==> config.mk <==
export PLATFORM = sky130hd
export DESIGN_NAME = i2c_target_command_fifo_front_core
export DESIGN_NICKNAME = d
export VERILOG_FILES = /design/src/i2ctcf_pkg.sv /design/src/i2ctcf_fifo.sv /design/src/i2c_target_command_fifo_front_core.sv
export VERILOG_INCLUDE_DIRS = /design/src /design/src/src
export SDC_FILE = /design/constraint.sdc
export NUM_CORES = 1
export LEC_CHECK = 0
export BUFFER_PORTS_ARGS = -buffer_cell sky130_fd_sc_hd__buf_4
export CAP_MARGIN = 20
export CORE_MARGIN = 2
export CORE_UTILIZATION = 50
export CTS_CLUSTER_SIZE = 20
export DETAILED_ROUTE_END_ITERATION = 8
export GPL_ROUTABILITY_DRIVEN = 0
export HOLD_SLACK_MARGIN = 0.15
export PLACE_DENSITY = 0.73
export SKIP_CTS_REPAIR_TIMING = 1
export SYNTH_ARGS = -nofsm -noshare
export SYNTH_HDL_FRONTEND = slang
export SYNTH_SLANG_ARGS = --single-unit
==> constraint.sdc <==
create_clock -name clk -period 6.3 [get_ports clk]
set_clock_uncertainty 0.1 [all_clocks]
set_input_delay 1.26 -clock clk [delete_from_list [all_inputs] [get_ports clk]]
set_output_delay 1.26 -clock clk [all_outputs]
set_load 0.02 [all_outputs]
==> src/i2c_target_command_fifo_front_core_defines.svh <==
// assertion helpers for the command front end
// the clock is clk and the reset is rst in every file that uses them
`ifndef I2C_TARGET_COMMAND_FIFO_FRONT_CORE_DEFINES_SVH
`define I2C_TARGET_COMMAND_FIFO_FRONT_CORE_DEFINES_SVH

`ifndef SYNTH

// property that must hold at every edge out of reset
`define I2CTCF_CHK_ALWAYS(label, expr) \
  label: assert property (@(posedge clk) disable iff (rst) (expr)) \
    else $error("i2ctcf check failed");

// implication checked at every edge out of reset
`define I2CTCF_CHK_IMPLY(label, ante, cons) \
  label: assert property (@(posedge clk) disable iff (rst) (ante) |-> (cons)) \
    else $error("i2ctcf check failed");

`else

`define I2CTCF_CHK_ALWAYS(label, expr)

`define I2CTCF_CHK_IMPLY(label, ante, cons)

`endif

`endif

==> src/i2ctcf_pkg.sv <==
`timescale 1ns / 1ps

package i2ctcf_pkg;

  // event codes
  localparam logic [2:0] OP_ADDR_MATCH = 3'd0;
  localparam logic [2:0] OP_STOP       = 3'd1;
  localparam logic [2:0] OP_WRITE_BYTE = 3'd2;
  localparam logic [2:0] OP_READ_BYTE  = 3'd3;
  localparam logic [2:0] OP_HOST_DONE  = 3'd4;
  localparam logic [2:0] OP_HOST_PUSH  = 3'd5;
  localparam logic [2:0] OP_HOST_POP   = 3'd6;
  localparam logic [2:0] OP_ENABLE_CTL = 3'd7;

  // received byte counter, saturating
  localparam int unsigned COUNT_W = 6;
  localparam logic [COUNT_W-1:0] COUNT_MAX = 6'd63;
  localparam logic [COUNT_W-1:0] ADDR_BYTES = 6'd2;

  // byte sent on a read with nothing queued or while stopped
  localparam logic [7:0] TX_EMPTY_BYTE = 8'hFF;

  typedef struct packed {
    logic [2:0] opcode;
    logic       is_restart;
    logic       is_read;
    logic [7:0] data;
  } evt_t;

  typedef struct packed {
    logic               ack;
    logic [7:0]         tx_byte;
    logic               cmd_valid;
    logic [7:0]         cmd_reg_high;
    logic [7:0]         cmd_reg_low;
    logic [COUNT_W-1:0] cmd_len;
    logic [7:0]         host_byte;
    logic               host_byte_valid;
    logic               push_accepted;
    logic               busy_flag;
    logic               enabled_flag;
  } res_t;

  typedef struct packed {
    logic clear;
    logic push;
    logic pop;
  } fifo_ctrl_t;

  typedef struct packed {
    logic full;
    logic empty;
  } fifo_stat_t;

endpackage

==> src/i2ctcf_fifo.sv <==
`timescale 1ns / 1ps

module i2ctcf_fifo #(
  parameter int unsigned DEPTH = 32
) (
  input  logic                   clk,
  input  logic                   rst,
  input  i2ctcf_pkg::fifo_ctrl_t ctrl,
  input  logic [7:0]             wdata,
  output logic [7:0]             rdata,
  output i2ctcf_pkg::fifo_stat_t stat
);

  localparam int unsigned PTR_W = (DEPTH > 1) ? $clog2(DEPTH) : 1;
  localparam int unsigned CNT_W = $clog2(DEPTH + 1);
  localparam logic [PTR_W-1:0] LAST = PTR_W'(DEPTH - 1);
  localparam logic [CNT_W-1:0] FULL_COUNT = CNT_W'(DEPTH);

  logic [7:0]       mem [DEPTH];
  logic [PTR_W-1:0] head;
  logic [PTR_W-1:0] tail;
  logic [CNT_W-1:0] count;

  always_ff @(posedge clk) begin
    if (rst) begin
      head  <= '0;
      tail  <= '0;
      count <= '0;
    end else if (ctrl.clear) begin
      head  <= '0;
      tail  <= '0;
      count <= '0;
    end else begin
      if (ctrl.push) begin
        tail <= (tail == LAST) ? '0 : tail + PTR_W'(1);
      end
      if (ctrl.pop) begin
        head <= (head == LAST) ? '0 : head + PTR_W'(1);
      end
      if (ctrl.push && !ctrl.pop) begin
        count <= count + CNT_W'(1);
      end else if (ctrl.pop && !ctrl.push) begin
        count <= count - CNT_W'(1);
      end
    end
  end

  // storage, read data registered on a pop
  always_ff @(posedge clk) begin
    if (ctrl.push) begin
      mem[tail] <= wdata;
    end
    if (ctrl.pop) begin
      rdata <= mem[head];
    end
  end

  assign stat.full  = (count == FULL_COUNT);
  assign stat.empty = (count == '0);

endmodule

==> src/i2c_target_command_fifo_front_core.sv <==
`timescale 1ns / 1ps
// channel | direction | handshake        | payload
// evt     | in        | evt_valid/stall  | i2ctcf_pkg::evt_t, one bus or host event
// res     | out       | res_valid/stall  | i2ctcf_pkg::res_t, one result per item
//
// one item a cycle while evt_stall is low: decisions and state updates happen at the accepting edge
// the queue read data is registered there; a result passes the stage register,
// then the output register
// rst is synchronous: block stopped, not busy, both queues empty
// a stall on res holds the output register; the stage register takes one more
// item, after which evt_stall rises until the output drains
`include "i2c_target_command_fifo_front_core_defines.svh"

module i2c_target_command_fifo_front_core #(
  parameter int unsigned IN_DEPTH  = 32,
  parameter int unsigned OUT_DEPTH = 32
) (
  input  logic             clk,
  input  logic             rst,
  input  logic             evt_valid,
  output logic             evt_stall,
  input  i2ctcf_pkg::evt_t evt,
  output logic             res_valid,
  input  logic             res_stall,
  output i2ctcf_pkg::res_t res
);

  // stage register: the result minus the queue bytes, plus how to fill them
  typedef struct packed {
    i2ctcf_pkg::res_t res;
    logic             tx_hit;
    logic             tx_empty;
  } stage_t;

  // architectural state
  logic                           enabled;
  logic                           busy;
  logic [i2ctcf_pkg::COUNT_W-1:0] byte_count;
  logic [7:0]                     addr_high;
  logic [7:0]                     addr_low;

  logic                           enabled_next;
  logic                           busy_next;
  logic [i2ctcf_pkg::COUNT_W-1:0] byte_count_next;
  logic [7:0]                     addr_high_next;
  logic [7:0]                     addr_low_next;

  // queues
  i2ctcf_pkg::fifo_ctrl_t in_ctrl;
  i2ctcf_pkg::fifo_ctrl_t out_ctrl;
  i2ctcf_pkg::fifo_stat_t in_stat;
  i2ctcf_pkg::fifo_stat_t out_stat;
  logic [7:0]             in_rdata;
  logic [7:0]             out_rdata;

  // pipeline
  logic   accept;
  logic   stage_valid;
  stage_t stage;
  stage_t stage_next;
  logic   out_load;
  i2ctcf_pkg::res_t res_fill;

  logic                           issue;
  logic [i2ctcf_pkg::COUNT_W-1:0] count_inc;
  logic [i2ctcf_pkg::COUNT_W-1:0] cmd_len_calc;

  // output register frees when empty or taken this cycle
  assign out_load  = stage_valid && (!res_valid || !res_stall);
  assign evt_stall = stage_valid && !out_load;
  assign accept    = evt_valid && !evt_stall;

  // saturating count of written bytes, and length past the two address bytes
  assign count_inc = (byte_count == i2ctcf_pkg::COUNT_MAX) ? byte_count
                   : byte_count + i2ctcf_pkg::COUNT_W'(1);
  assign cmd_len_calc = (byte_count > i2ctcf_pkg::ADDR_BYTES)
                      ? byte_count - i2ctcf_pkg::ADDR_BYTES : '0;

  // event decode
  always_comb begin
    enabled_next    = enabled;
    busy_next       = busy;
    byte_count_next = byte_count;
    addr_high_next  = addr_high;
    addr_low_next   = addr_low;
    in_ctrl         = '0;
    out_ctrl        = '0;
    issue           = 1'b0;
    stage_next      = '0;

    case (evt.opcode)
      i2ctcf_pkg::OP_ADDR_MATCH: begin
        // nack while busy or stopped
        if (enabled && !busy) begin
          stage_next.res.ack = 1'b1;
          if (evt.is_restart && !evt.is_read) begin
            issue = 1'b1;
          end else begin
            byte_count_next = '0;
          end
        end
      end
      i2ctcf_pkg::OP_STOP: begin
        if (enabled) begin
          if (busy) begin
            byte_count_next = '0;
          end else begin
            issue = 1'b1;
          end
        end
      end
      i2ctcf_pkg::OP_WRITE_BYTE: begin
        if (enabled) begin
          if (count_inc == i2ctcf_pkg::COUNT_W'(1)) begin
            addr_high_next     = evt.data;
            byte_count_next    = count_inc;
            stage_next.res.ack = 1'b1;
          end else if (count_inc == i2ctcf_pkg::ADDR_BYTES) begin
            addr_low_next      = evt.data;
            byte_count_next    = count_inc;
            stage_next.res.ack = 1'b1;
          end else if (!in_stat.full) begin
            // data byte, nacked and not counted when the queue is full
            in_ctrl.push       = 1'b1;
            byte_count_next    = count_inc;
            stage_next.res.ack = 1'b1;
          end
        end
      end
      i2ctcf_pkg::OP_READ_BYTE: begin
        if (enabled && !out_stat.empty) begin
          out_ctrl.pop      = 1'b1;
          stage_next.tx_hit = 1'b1;
        end else begin
          stage_next.tx_empty = 1'b1;
        end
      end
      i2ctcf_pkg::OP_HOST_DONE: begin
        if (enabled && busy) begin
          busy_next = 1'b0;
        end
      end
      i2ctcf_pkg::OP_HOST_PUSH: begin
        if (!out_stat.full) begin
          out_ctrl.push                = 1'b1;
          stage_next.res.push_accepted = 1'b1;
        end
      end
      i2ctcf_pkg::OP_HOST_POP: begin
        if (!in_stat.empty) begin
          in_ctrl.pop                    = 1'b1;
          stage_next.res.host_byte_valid = 1'b1;
        end
      end
      i2ctcf_pkg::OP_ENABLE_CTL: begin
        if (evt.data[0]) begin
          // start from stopped: fresh queues and counters
          if (!enabled) begin
            enabled_next    = 1'b1;
            busy_next       = 1'b0;
            byte_count_next = '0;
            in_ctrl.clear   = 1'b1;
            out_ctrl.clear  = 1'b1;
          end
        end else begin
          // stop keeps queue contents
          enabled_next = 1'b0;
          busy_next    = 1'b0;
        end
      end
      default: begin
        enabled_next = enabled;
      end
    endcase

    // command report on stop or restart for a write
    if (issue) begin
      stage_next.res.cmd_valid    = 1'b1;
      stage_next.res.cmd_reg_high = addr_high;
      stage_next.res.cmd_reg_low  = addr_low;
      stage_next.res.cmd_len      = cmd_len_calc;
      byte_count_next             = '0;
      // zero length is a read command: flush replies and wait for the host
      if (cmd_len_calc == '0) begin
        out_ctrl.clear = 1'b1;
        busy_next      = 1'b1;
      end
    end

    stage_next.res.busy_flag    = busy_next;
    stage_next.res.enabled_flag = enabled_next;

    // queue actions only for an accepted item
    in_ctrl  = accept ? in_ctrl  : '0;
    out_ctrl = accept ? out_ctrl : '0;
  end

  always_ff @(posedge clk) begin
    if (rst) begin
      enabled    <= 1'b0;
      busy       <= 1'b0;
      byte_count <= '0;
      addr_high  <= '0;
      addr_low   <= '0;
    end else if (accept) begin
      enabled    <= enabled_next;
      busy       <= busy_next;
      byte_count <= byte_count_next;
      addr_high  <= addr_high_next;
      addr_low   <= addr_low_next;
    end
  end

  // queue from bus writes to host pops
  i2ctcf_fifo #(
    .DEPTH (IN_DEPTH)
  ) u_in_fifo (
    .clk   (clk),
    .rst   (rst),
    .ctrl  (in_ctrl),
    .wdata (evt.data),
    .rdata (in_rdata),
    .stat  (in_stat)
  );

  // queue from host pushes to bus reads
  i2ctcf_fifo #(
    .DEPTH (OUT_DEPTH)
  ) u_out_fifo (
    .clk   (clk),
    .rst   (rst),
    .ctrl  (out_ctrl),
    .wdata (evt.data),
    .rdata (out_rdata),
    .stat  (out_stat)
  );

  // stage register, sits alongside the registered queue read data
  always_ff @(posedge clk) begin
    if (rst) begin
      stage_valid <= 1'b0;
    end else if (accept) begin
      stage_valid <= 1'b1;
    end else if (out_load) begin
      stage_valid <= 1'b0;
    end
  end

  always_ff @(posedge clk) begin
    if (accept) begin
      stage <= stage_next;
    end
  end

  // merge queue bytes into the result
  always_comb begin
    res_fill = stage.res;
    if (stage.tx_hit) begin
      res_fill.tx_byte = out_rdata;
    end else if (stage.tx_empty) begin
      res_fill.tx_byte = i2ctcf_pkg::TX_EMPTY_BYTE;
    end else begin
      res_fill.tx_byte = '0;
    end
    res_fill.host_byte = stage.res.host_byte_valid ? in_rdata : '0;
  end

  // output register
  always_ff @(posedge clk) begin
    if (rst) begin
      res_valid <= 1'b0;
    end else if (out_load) begin
      res_valid <= 1'b1;
    end else if (!res_stall) begin
      res_valid <= 1'b0;
    end
  end

  always_ff @(posedge clk) begin
    if (out_load) begin
      res <= res_fill;
    end
  end

  // busy only ever set while running
  `I2CTCF_CHK_ALWAYS(a_busy_needs_enable, !busy || enabled)
  // a result carries at most one of: bus read, host push, host pop
  `I2CTCF_CHK_IMPLY(a_one_action, stage_valid, $onehot0({stage.tx_hit || stage.tx_empty, stage.res.push_accepted, stage.res.host_byte_valid}))
  // a read command leaves the block busy, a write command leaves it free
  `I2CTCF_CHK_IMPLY(a_cmd_busy, stage_valid && stage.res.cmd_valid, stage.res.busy_flag == (stage.res.cmd_len == '0))
  // starting the block empties both queues
  `I2CTCF_CHK_IMPLY(a_start_empties, $rose(enabled), in_stat.empty && out_stat.empty)

endmodule

==> results of run 1 <==
-- registers in the layout, indices dropped and copies added (netlist names), 6 cells and up --
signal            flops
res_fill             28
addr_low              8
u_out_fifo.rdata      8
u_in_fifo.mem       256
u_out_fifo.mem      256
res                  44
addr_high             8
byte_count            6
u_out_fifo.count      6
u_in_fifo.rdata       8
u_in_fifo.count       6
-- synth_stat cells, types with 3 or more instances --
library cell	count	area [um2]
sky130_fd_sc_hd__mux2i_1	21	210
sky130_fd_sc_hd__nor2_1	113	424
sky130_fd_sc_hd__nor3_1	15	75.1
sky130_fd_sc_hd__nand2b_1	5	31.3
sky130_fd_sc_hd__o21ai_0	15	75.1
sky130_fd_sc_hd__buf_6	6	67.6
sky130_fd_sc_hd__and2_1	31	194
sky130_fd_sc_hd__buf_1	10	37.5
sky130_fd_sc_hd__xor2_1	4	35.0
sky130_fd_sc_hd__a21oi_1	36	180
sky130_fd_sc_hd__mux4_2	160	3600
sky130_fd_sc_hd__or3_1	5	31.3
sky130_fd_sc_hd__a211oi_1	8	60.1
sky130_fd_sc_hd__nor4_1	10	62.6
sky130_fd_sc_hd__nand2_1	62	233
sky130_fd_sc_hd__nor2b_1	5	31.3
sky130_fd_sc_hd__a31oi_1	10	62.6
sky130_fd_sc_hd__a21o_1	5	37.5
sky130_fd_sc_hd__or4_1	7	52.6
sky130_fd_sc_hd__buf_2	12	60.1
sky130_fd_sc_hd__nand3_1	12	60.1
sky130_fd_sc_hd__clkbuf_1	37	139
sky130_fd_sc_hd__edfxtp_1	602	18100
sky130_fd_sc_hd__xnor2_1	7	61.3
sky130_fd_sc_hd__dfxtp_1	58	1160
sky130_fd_sc_hd__and3_1	8	50.1
sky130_fd_sc_hd__mux2_2	17	191
sky130_fd_sc_hd__inv_1	23	86.3
sky130_fd_sc_hd__nand4_1	3	18.8
sky130_fd_sc_hd__ha_1	30	375
sky130_fd_sc_hd__nand3b_1	5	37.5
-- per-layer routing --
metal	up-vias	GRT usage (%)	part of all wire, %	routed length [um]
met1	6582	26.5	42	21300
met4	2	5.79	2.5	1300
met3	89	3.80	6.4	3280
li1	5664	-	-	-
met2	435	31.3	49	25200
met5	-	0	0.025	13
-- cells by family after synthesis --
logic type	Yosys count	synth area share, %
buf+inv	92	1.60
flops	660	73.5
mux	198	15.3
xor+xnor	11	0.368
compound gates	89	2.13
simple gates	295	5.46
fa+ha+maj	32	1.59
-- through the flow --
| step | hold slack, ps | setup WS [ps] |
|---|---|---|
| floorplan | 300 | 1190 |
| global placement | 303 | 1990 |
| detailed placement | 306 | 1870 |
| CTS | 321 | 2500 |
| global route | 333 | 2200 |
| finish | 318 | 2500 |
-- worst reg2reg max path: stages (launching register included) --
cell	delay, ps
sky130_fd_sc_hd__dfxtp_1	350
sky130_fd_sc_hd__or4_1	590
sky130_fd_sc_hd__nor2_1	120
sky130_fd_sc_hd__a211oi_1	100
sky130_fd_sc_hd__nand2_1	330
sky130_fd_sc_hd__clkinv_1	370
sky130_fd_sc_hd__ha_1	360
sky130_fd_sc_hd__inv_1	180
sky130_fd_sc_hd__ha_1	310
sky130_fd_sc_hd__and2_1	190
sky130_fd_sc_hd__a22o_1	230
sky130_fd_sc_hd__mux2i_1	150
sky130_fd_sc_hd__nand3_1	100
sky130_fd_sc_hd__xnor2_1	140
sky130_fd_sc_hd__nor2_1	50
-- area by class of cell --
class / count / area [um2]
Timing Repair Buffer: 78 / 586
Fill cell: 3796 / 22300
Tap cell: 680 / 851
Clock buffer: 76 / 1650
Multi-Input combinational cell: 625 / 6520
Clock inverter: 38 / 269
Inverter: 25 / 98.8
Sequential cell: 660 / 19200
-- final timing paths --
check,start,end,slack [ps],cells past startpoint
max,u_out_fifo.count[1],u_out_fifo.count[5],2500,14
min,res_fill[26],res[26],320,0
max reg2reg,u_out_fifo.count[1],u_out_fifo.count[5],2500,14
min reg2reg,res_fill[26],res[26],320,0
-- power by group through the flow --
stage                     Sequential [mW]  Combinational [mW]  Clock, mW
after floorplan                      4.92              0.0584          0
after global placement               4.90               0.167          0
after detailed placement             4.90               0.175          0
after CTS                            4.81               0.175       3.60
after global routing                 4.81               0.189       3.77
final                                4.81               0.173       3.53
==> metrics list, run 1 <==
- The number of antenna violations at the first check in global routing is 1.
- Summed over all failing endpoints, the final setup total negative slack is 0 ps.
* Routed Wire Length: 51100 um
- STA classifies the critical path endpoint as a flop.
- At the pin with the least slew margin, the transition time is 1030 ps.
- List of cells traversed by the critical path: or4_1, nor2_1, a211oi_1, nand2_1, clkinv_1, ha_1, inv_1, ha_1, and2_1, a22o_1, mux2i_1, nand3_1, xnor2_1, nor2_1
- In this run, synthesis inferred 602 flip-flops with an integrated enable.
* Core Area: 0.0515 mm2
- The run finished with clean final reports.
- The finished cells cover 0.0292 mm2.
- In the final design database the tool counted 1500 nets.
- 1st-iter DRT viols: 1143
- For this run, asynchronously set or reset flops after synthesis account for 0%.
* Number of placed cells counting well taps: 2068
* Crit-path max cell delay: 590 ps
- Kind of launch point of the worst setup path: flop
- TritonCTS built the clock tree.
* Netlist cell types: 59
- Data required, critical path: 6680 ps
- Data arrival, critical path: 4180 ps
- Summed over all nets, the switching power comes to 1.70 mW.
* Switching power share of the total: 19.9%
- Share of the core filled with cells: 56.7%
- The detailed router placed 12772 vias in this run.
* Critical path start-end classification: flop to flop
- Wire length of the first global-routing pass: 77900 um
- In this run the core area contains 83 standard-cell rows.
- Critical path's slowest cell: sky130_fd_sc_hd__or4_1
- Post-layout power: 8.52 mW
* Final hold violations: 0
- The final count of pins violating max slew was 0.
- Crit path max-delay family: simple AND/OR/NAND/NOR gates
- For this run, the top clock speed supported by timing is 0.263 GHz.
- Synth Cell Area: 0.0262 mm2
- # DRC: 0
* GR Util All Layers: 19.2%
- Synthesized netlist cell count: 1377
- Routed WL per cell: 23.4 um
- Min-Delay Path Class: flop to flop
* Final critical-path share of the clock period: 60.3%
* Warnings from Yosys: 0
- Synthesis produced a netlist with a net count of 1426.
- The critical path contains buffers and inverters numbering 2 combined.
* Clock sink count: 660
* Most common cell after layout, fill and taps aside: sky130_fd_sc_hd__edfxtp_1
- Entering global routing, the biggest net connects 70 pins.
- Initial Util: 50.8%
- Number of global-route vias before repair: 13021
- In this run the static leakage power is 9.38 nW.
- Leftover overflow at the end of global routing: 0
- Dividing total power by cell area gives a power density of 291 mW/mm2.
- Die area: 0.0542 mm2
- Quantity of I/O buffers inserted on ports: 62
* Clock Root Buffer: sky130_fd_sc_hd__clkbuf_16
- From left edge to right edge, the die measures 233 um.
- Number of H-tree branching levels: 2
- The repair_antennas step left the layout with diodes totalling 0.
* DR vias/cell: 5.85
* Worst slew margin: 31.1%
- Across the run, the number of max-cap violations was 0.
* Layout overhead on the synthesized area: 11.7%
- Number of synthesized register bits: 660
* Fraction of layout instances using a drive strength above 1: 24.0%
- A synthesized cell averages 19.0 um2.
- Count of nets left with antenna violations after detail routing: 0
- Io pins: 63
- Registers are responsible for 56.5% of the overall power.
- Clock period minus worst slack: 3800 ps
* Fraction of power consumed by the clock network: 41.5%
* Clock slew at reported path FFs: 60 ps
- Max rail drop VDD: 0.218 mV
- Buffers from clock root to sink, at most: 3
* 1st-pass router iterations: 5
- RSZ-0062 raised after global routing: false
- Sequential-to-total area share from yosys stat: 73.5%
* Internal power contribution: 6.82 mW
* Placed wire-length estimate: 30400 um
* Number of endpoints failing setup at the final stage: 0
- Top flip-flop cell by instance count after synthesis: sky130_fd_sc_hd__edfxtp_1
- The top cell types in the final layout, fill and taps aside, are sky130_fd_sc_hd__edfxtp_1 (602), sky130_fd_sc_hd__mux4_2 (160), sky130_fd_sc_hd__nor2_1 (113).
- The clock reaches the later pin of the worst-skew pair after 620 ps.
- Placement Cell Area: 0.0273 mm2
- TritonCTS Buffers: 61
- Die outline height: 233 um
* Post-route insts no fill: 2182
- Critical Path Fanout Max: 12
- Portion of total power attributed to combinational logic: 2.0%
Power figures use the tool's default switching activity.
==> run 2: changes to the inputs <==
clock period = 3.9 ns   (was 6.3 ns; I/O delays follow)
==> metrics list, run 2 (synthesis gave the netlist of run 1 again) <==
* Die outline height: 233 um
- Post-route worst setup slack: 264 ps
- Setup TNS: 0 ps
* RSZ-0062 raised after global routing: false
- Antenna violations before repair: 0
- Critical Path Sink Type: flop
* Post-Layout Inst Area: 0.0297 mm2
- Routed WL per cell: 23.1 um
- The library cells used most frequently in the layout, excluding fill and tap cells, are sky130_fd_sc_hd__edfxtp_1 (602), sky130_fd_sc_hd__mux4_2 (160), sky130_fd_sc_hd__buf_4 (118).
* Power per cell area: 472 mW/mm2
- Number of nets in the layout: 1550
- Once layout is complete, the utilization of the core stands at 57.7%.
* Leftover overflow at the end of global routing: 0
* Clock slew at reported path FFs: 60 ps
* Worst slew margin: 37.8%
- Critical Path Fanout Max: 10
- In the routed design, unresolved DRC markers number 0.
* Clock sink count: 660
* Run status: finished, final reports clean
- Maximum operating frequency: 0.275 GHz
* Width of the die: 233 um
* Total of max-cap violations: 0
* Worst hold slack: 313 ps
- Clock Root Buffer: sky130_fd_sc_hd__clkbuf_16
- Post-route insts no fill: 2233
* Routed Wire Length: 51600 um
* Min-Delay Path Class: flop to flop
- Number of endpoints failing setup at the final stage: 0
- Data arrival, critical path: 4020 ps
* Final critical-path share of the clock period: 93.2%
- The worst path needs 3640 ps of the cycle, external delays included.
* Pin count of the biggest net entering global routing: 69
- The critical path starts at byte_count[1].
- Using the TritonRoute via totals, the vias-per-cell ratio works out to 5.79.
* 1st-iter DRT viols: 1195
- Insertion delay to the later sink of the worst-skew pair: 590 ps
- Die area: 0.0542 mm2
* CP bufs+invs: 2
- Layout overhead on the synthesized area: 13.5%
- At the worst endpoint, the required time is 4280 ps.
* 1st-pass router iterations: 7
- Across all layers, the routed design uses 12925 vias.
- 63 I/O pins were placed.
* Fraction of layout instances using a drive strength above 1: 25.7%
* Quantity of I/O buffers inserted on ports: 62
* Pre-CTS setup slack: 262 ps
- Critical Path Most Common Cell: sky130_fd_sc_hd__ha_1
- Most common cell after layout, fill and taps aside: sky130_fd_sc_hd__edfxtp_1
* Hold Startpoint: res_fill[14]
* Post-layout power: 14.0 mW
- 0 antenna diodes ended up in the layout.
* Crit path max-delay family: adder cells
- Across every metal layer, demand over resource in global routing totals 19.6%.
- For the pin with the worst max-slew slack, the measured transition is 931 ps.
- IR analysis of the VDD net gives a maximum drop of 0.460 mV.
- The final count of pins violating max slew came to 0.
- The detail route stage leaves a number of antenna-violating nets equal to 0.
- The H-tree was split into 3 levels.
* CTS tree: built
* TritonCTS Buffers: 67
- Initial Util: 50.8%
* Critical path's slowest cell: sky130_fd_sc_hd__dfxtp_1
* Final hold violations: 0
* Cell row count: 83
- Number of global-route vias before repair: 13079
- Buffers from clock root to sink, at most: 3
- Reg2reg start: byte_count[1]
- Critical path start-end classification: flop to flop
- Crit-path max cell delay: 490 ps
- In this run the static leakage power is 9.66 nW.
- The critical path goes through ha_1, xnor2_1, a22oi_2, nor3_1, or3_4, inv_6, ha_1, inv_1, ha_1, a21o_1, a21oi_1, nand4b_1, nand4_1, xnor2_1, nor2_1.
- Number of placed cells counting well taps: 2112
- The worst setup path is launched from a flop.
* Core Area: 0.0515 mm2
- Placement Cell Area: 0.0277 mm2
* Wire length of the first global-routing pass: 79200 um
- The largest registers in the layout are u_in_fifo.mem x256, u_out_fifo.mem x256, res x44.
- Placed wire-length estimate: 31000 um
==> run 2: routing by layer <==
layer	GRT usage, %	up-vias	share of wire (%)
li1	-	5762	-
met1	27.8	6677	43
met2	31.6	412	50
met3	3.33	74	5.5
met4	5.49	0	2.0
met5	0	-	0
==> run 2: cell type report <==
type,count,area (um2)
timing repair buffer,122,966
sequential,660,19200
tap,680,851
multi-input combinational,625,6520
fill,3769,21800
clock inverter,31,190
clock buffer,90,1830
inverter,25,98.8
==> run 2: worst paths after layout <==
kind / slack (ps) / endpoint / cells after the start
worst min-delay path: 310 / res[14] / 0
worst max-delay path: 260 / u_in_fifo.count[5] / 15
worst min register to register: 310 / res[14] / 0
worst max register to register: 260 / u_in_fifo.count[5] / 15
==> run 2: power by group <==
group          internal [mW]  switching [mW]
Combinational         0.0761           0.207
Sequential              7.75          0.0205
Clock                   3.38            2.58
Total                   11.2            2.80
==> run 2: worst register-to-register path: stages (launching register included) <==
cell                       delay, ps
sky130_fd_sc_hd__dfxtp_1         490
sky130_fd_sc_hd__ha_1            370
sky130_fd_sc_hd__xnor2_1         120
sky130_fd_sc_hd__a22oi_2         240
sky130_fd_sc_hd__nor3_1          100
sky130_fd_sc_hd__or3_4           440
sky130_fd_sc_hd__inv_6           120
sky130_fd_sc_hd__ha_1            200
sky130_fd_sc_hd__inv_1           130
sky130_fd_sc_hd__ha_1            300
sky130_fd_sc_hd__a21o_1          180
sky130_fd_sc_hd__a21oi_1         260
sky130_fd_sc_hd__nand4b_1        160
sky130_fd_sc_hd__nand4_1         120
sky130_fd_sc_hd__xnor2_1         160
sky130_fd_sc_hd__nor2_1           50
==> run 3: changes to the inputs <==
CELL_PAD_IN_SITES_DETAIL_PLACEMENT = 0   (was unset)
CELL_PAD_IN_SITES_GLOBAL_PLACEMENT = 1   (was unset)
PLACE_DENSITY = 0.81   (was 0.73)
==> metrics list, run 3 (synthesis gave the netlist of run 1 again) <==
* Layout overhead on the synthesized area: 14.2%
- Of the total power, the share spent switching nets is 19.7%.
* Met2 demand-to-capacity share in global routing: 31.5%
- Met3 routing resource usage after global routing: 4.17%
* Met1 Track Usage GR: 28.0%
* Routed WL per cell: 23.2 um
* Buffers from clock root to sink, at most: 3
- For this run, the share of the core covered by cells in the final layout is 58.0%.
- In this run the most used layer during global routing was met2.
- 63 I/O pins were placed.
* Post-route insts no fill: 2240
- Run status: finished, final reports clean
* R2r setup slk: 350 ps
- Once detailed placement completed, the half-perimeter wirelength came to 31200 um.
- Setup TNS: 0 ps
- Critical Path Fanout Max: 10
- After clock tree synthesis, the clock-pin slew on the worst setup and hold paths is 60 ps.
- CTS tree: built
* Pin count of the biggest net entering global routing: 67
* Data arrival, critical path: 3930 ps
- TritonCTS Buffers: 67
* Critical Path Sink Type: flop
- Clock period minus worst slack: 3550 ps
- The final count of hold timing violations is 0.
* Kind of launch point of the worst setup path: flop
- Placement Cell Area: 0.0277 mm2
- Critical Path Most Common Cell: sky130_fd_sc_hd__ha_1
- The analysis attributes to cell leakage a power of 9.75 nW.
- Routed Wire Length: 51900 um
* Reported net switching power: 2.82 mW
- The die covers 0.0542 mm2.
- Die outline height: 233 um
* Cell row count: 83
* Number of H-tree branching levels: 3
- Number of global-route vias before repair: 13129
* Initial Util: 50.8%
- The number of antenna violations at the first check in global routing was 1.
- The finished cells cover 0.0299 mm2.
- After the first detailed-routing iteration, the DRC count stood at 1233.
* Fraction of power consumed by the clock network: 43.8%
- For this run, design rule violations remaining after detail routing come to 0.
- Largest registers: u_in_fifo.mem x256, u_out_fifo.mem x256, res x44
* CP bufs+invs: 2
- Traced cell by cell, the critical path runs through ha_1, xnor2_1, a22oi_2, nor3_1, or3_4, inv_6, ha_1, inv_1, ha_1, a21o_1, a21oi_1, nand4b_1, nand4_1, xnor2_1, nor2_1.
* Core Area: 0.0515 mm2
- The routed layout has 12981 vias.
- Count of nets left with antenna violations after detail routing: 0
* Most common cell after layout, fill and taps aside: sky130_fd_sc_hd__edfxtp_1
- Including well taps, the total number of placed cells is 2120.
- For this run, the slowest stage of the critical path takes 480 ps.
* Tightest Pin Transition: 969 ps
- Final-report max-slew violation count: 0
- The path class of the tightest hold or removal check is flop to flop.
- Counting every sink on the clock net gives 660.
- Data on the critical path is required at its endpoint by 4280 ps.
- Number of endpoints failing setup at the final stage: 0
- GR Util All Layers: 19.8%
* Max rail drop VDD: 0.431 mV
- Width of the die: 233 um
* Clock Root Buffer: sky130_fd_sc_hd__clkbuf_16
* Portion of total power attributed to sequential cells: 54.2%
* Critical path start-end classification: flop to flop
- Worst slew margin: 35.3%
* DR vias/cell: 5.80
* Total of max-cap violations: 0
* Worst hold slack: 317 ps
- Leaving out fill and tap cells, the most frequent cells in the layout are sky130_fd_sc_hd__edfxtp_1 (602), sky130_fd_sc_hd__mux4_2 (160), sky130_fd_sc_hd__buf_4 (126).
- Combinational cells account for 2.0% of the total power.
- Cells with a size suffix above 1 make up 26.7% of the layout.
* Maximum operating frequency: 0.282 GHz
- At the later pin of the worst-skew pair, clock insertion delay measures 600 ps.
- Internal power contribution: 11.5 mW
- The final layout contains 1558 nets.
- The repair_antennas step left the layout with diodes totalling 0.
- The slowest stage of the critical path belongs to the cell sky130_fd_sc_hd__dfxtp_1.
- Wire length of the first global-routing pass: 79600 um
* Quantity of I/O buffers inserted on ports: 62
* 1st-pass router iterations: 5
- RSZ-0062 raised after global routing: false
* Leftover overflow at the end of global routing: 0
* Final critical-path share of the clock period: 91.0%
* Power per cell area: 480 mW/mm2
* Crit path max-delay family: simple AND/OR/NAND/NOR gates
-- run 3: worst reg2reg max path: cells and delay by family (launching register included) --
kind / cells / cell delay (ps)
AO/OA/AOI/OAI: 3 / 640
AND/OR/NAND/NOR: 5 / 860
flip-flops: 1 / 480
XOR/XNOR: 2 / 270
buffers and inverters: 2 / 240
adder cells (fa/ha/maj): 3 / 840
-- run 3: worst paths after layout --
check	from	to	depth (start not counted)
setup reg to reg	byte_count[1]	u_in_fifo.count[5]	15
setup / recovery	byte_count[1]	u_in_fifo.count[5]	15
hold reg to reg	res_fill[22]	res[22]	0
hold / removal	res_fill[22]	res[22]	0
-- run 3: power by group through the flow --
stage / registers (mW) / clock network (mW) / logic [mW]
global route: 7.77 / 6.68 / 0.315
finish: 7.77 / 6.27 / 0.288
CTS: 7.77 / 6.40 / 0.292
floorplan: 7.94 / 0 / 0.0944
detailed placement: 7.92 / 0 / 0.292
global placement: 7.92 / 0 / 0.281
-- run 3: metrics by stage --
step / worst slack, ps / power [mW]
after floorplan: 148 / 8.04
after global placement: 298 / 8.20
after detailed placement: 265 / 8.21
after CTS: 364 / 14.5
after global routing: 29.0 / 14.8
final: 350 / 14.3
-- run 3: layer usage --
layer / vias to the layer above / wire, um
li1: 5784 / -
met4: 2 / 1250
met5: - / 8
met1: 6695 / 22400
met3: 89 / 3220
met2: 411 / 25000
-- run 3: area by class of cell --
cell class,count,area [um2]
clock buffers,89,1810
clock inverters,31,335
fillers,3801,21600
inverters,25,98.8
multi-input cells,625,6520
flip-flops and latches,660,19200
well taps,680,851
repair buffers,130,1030
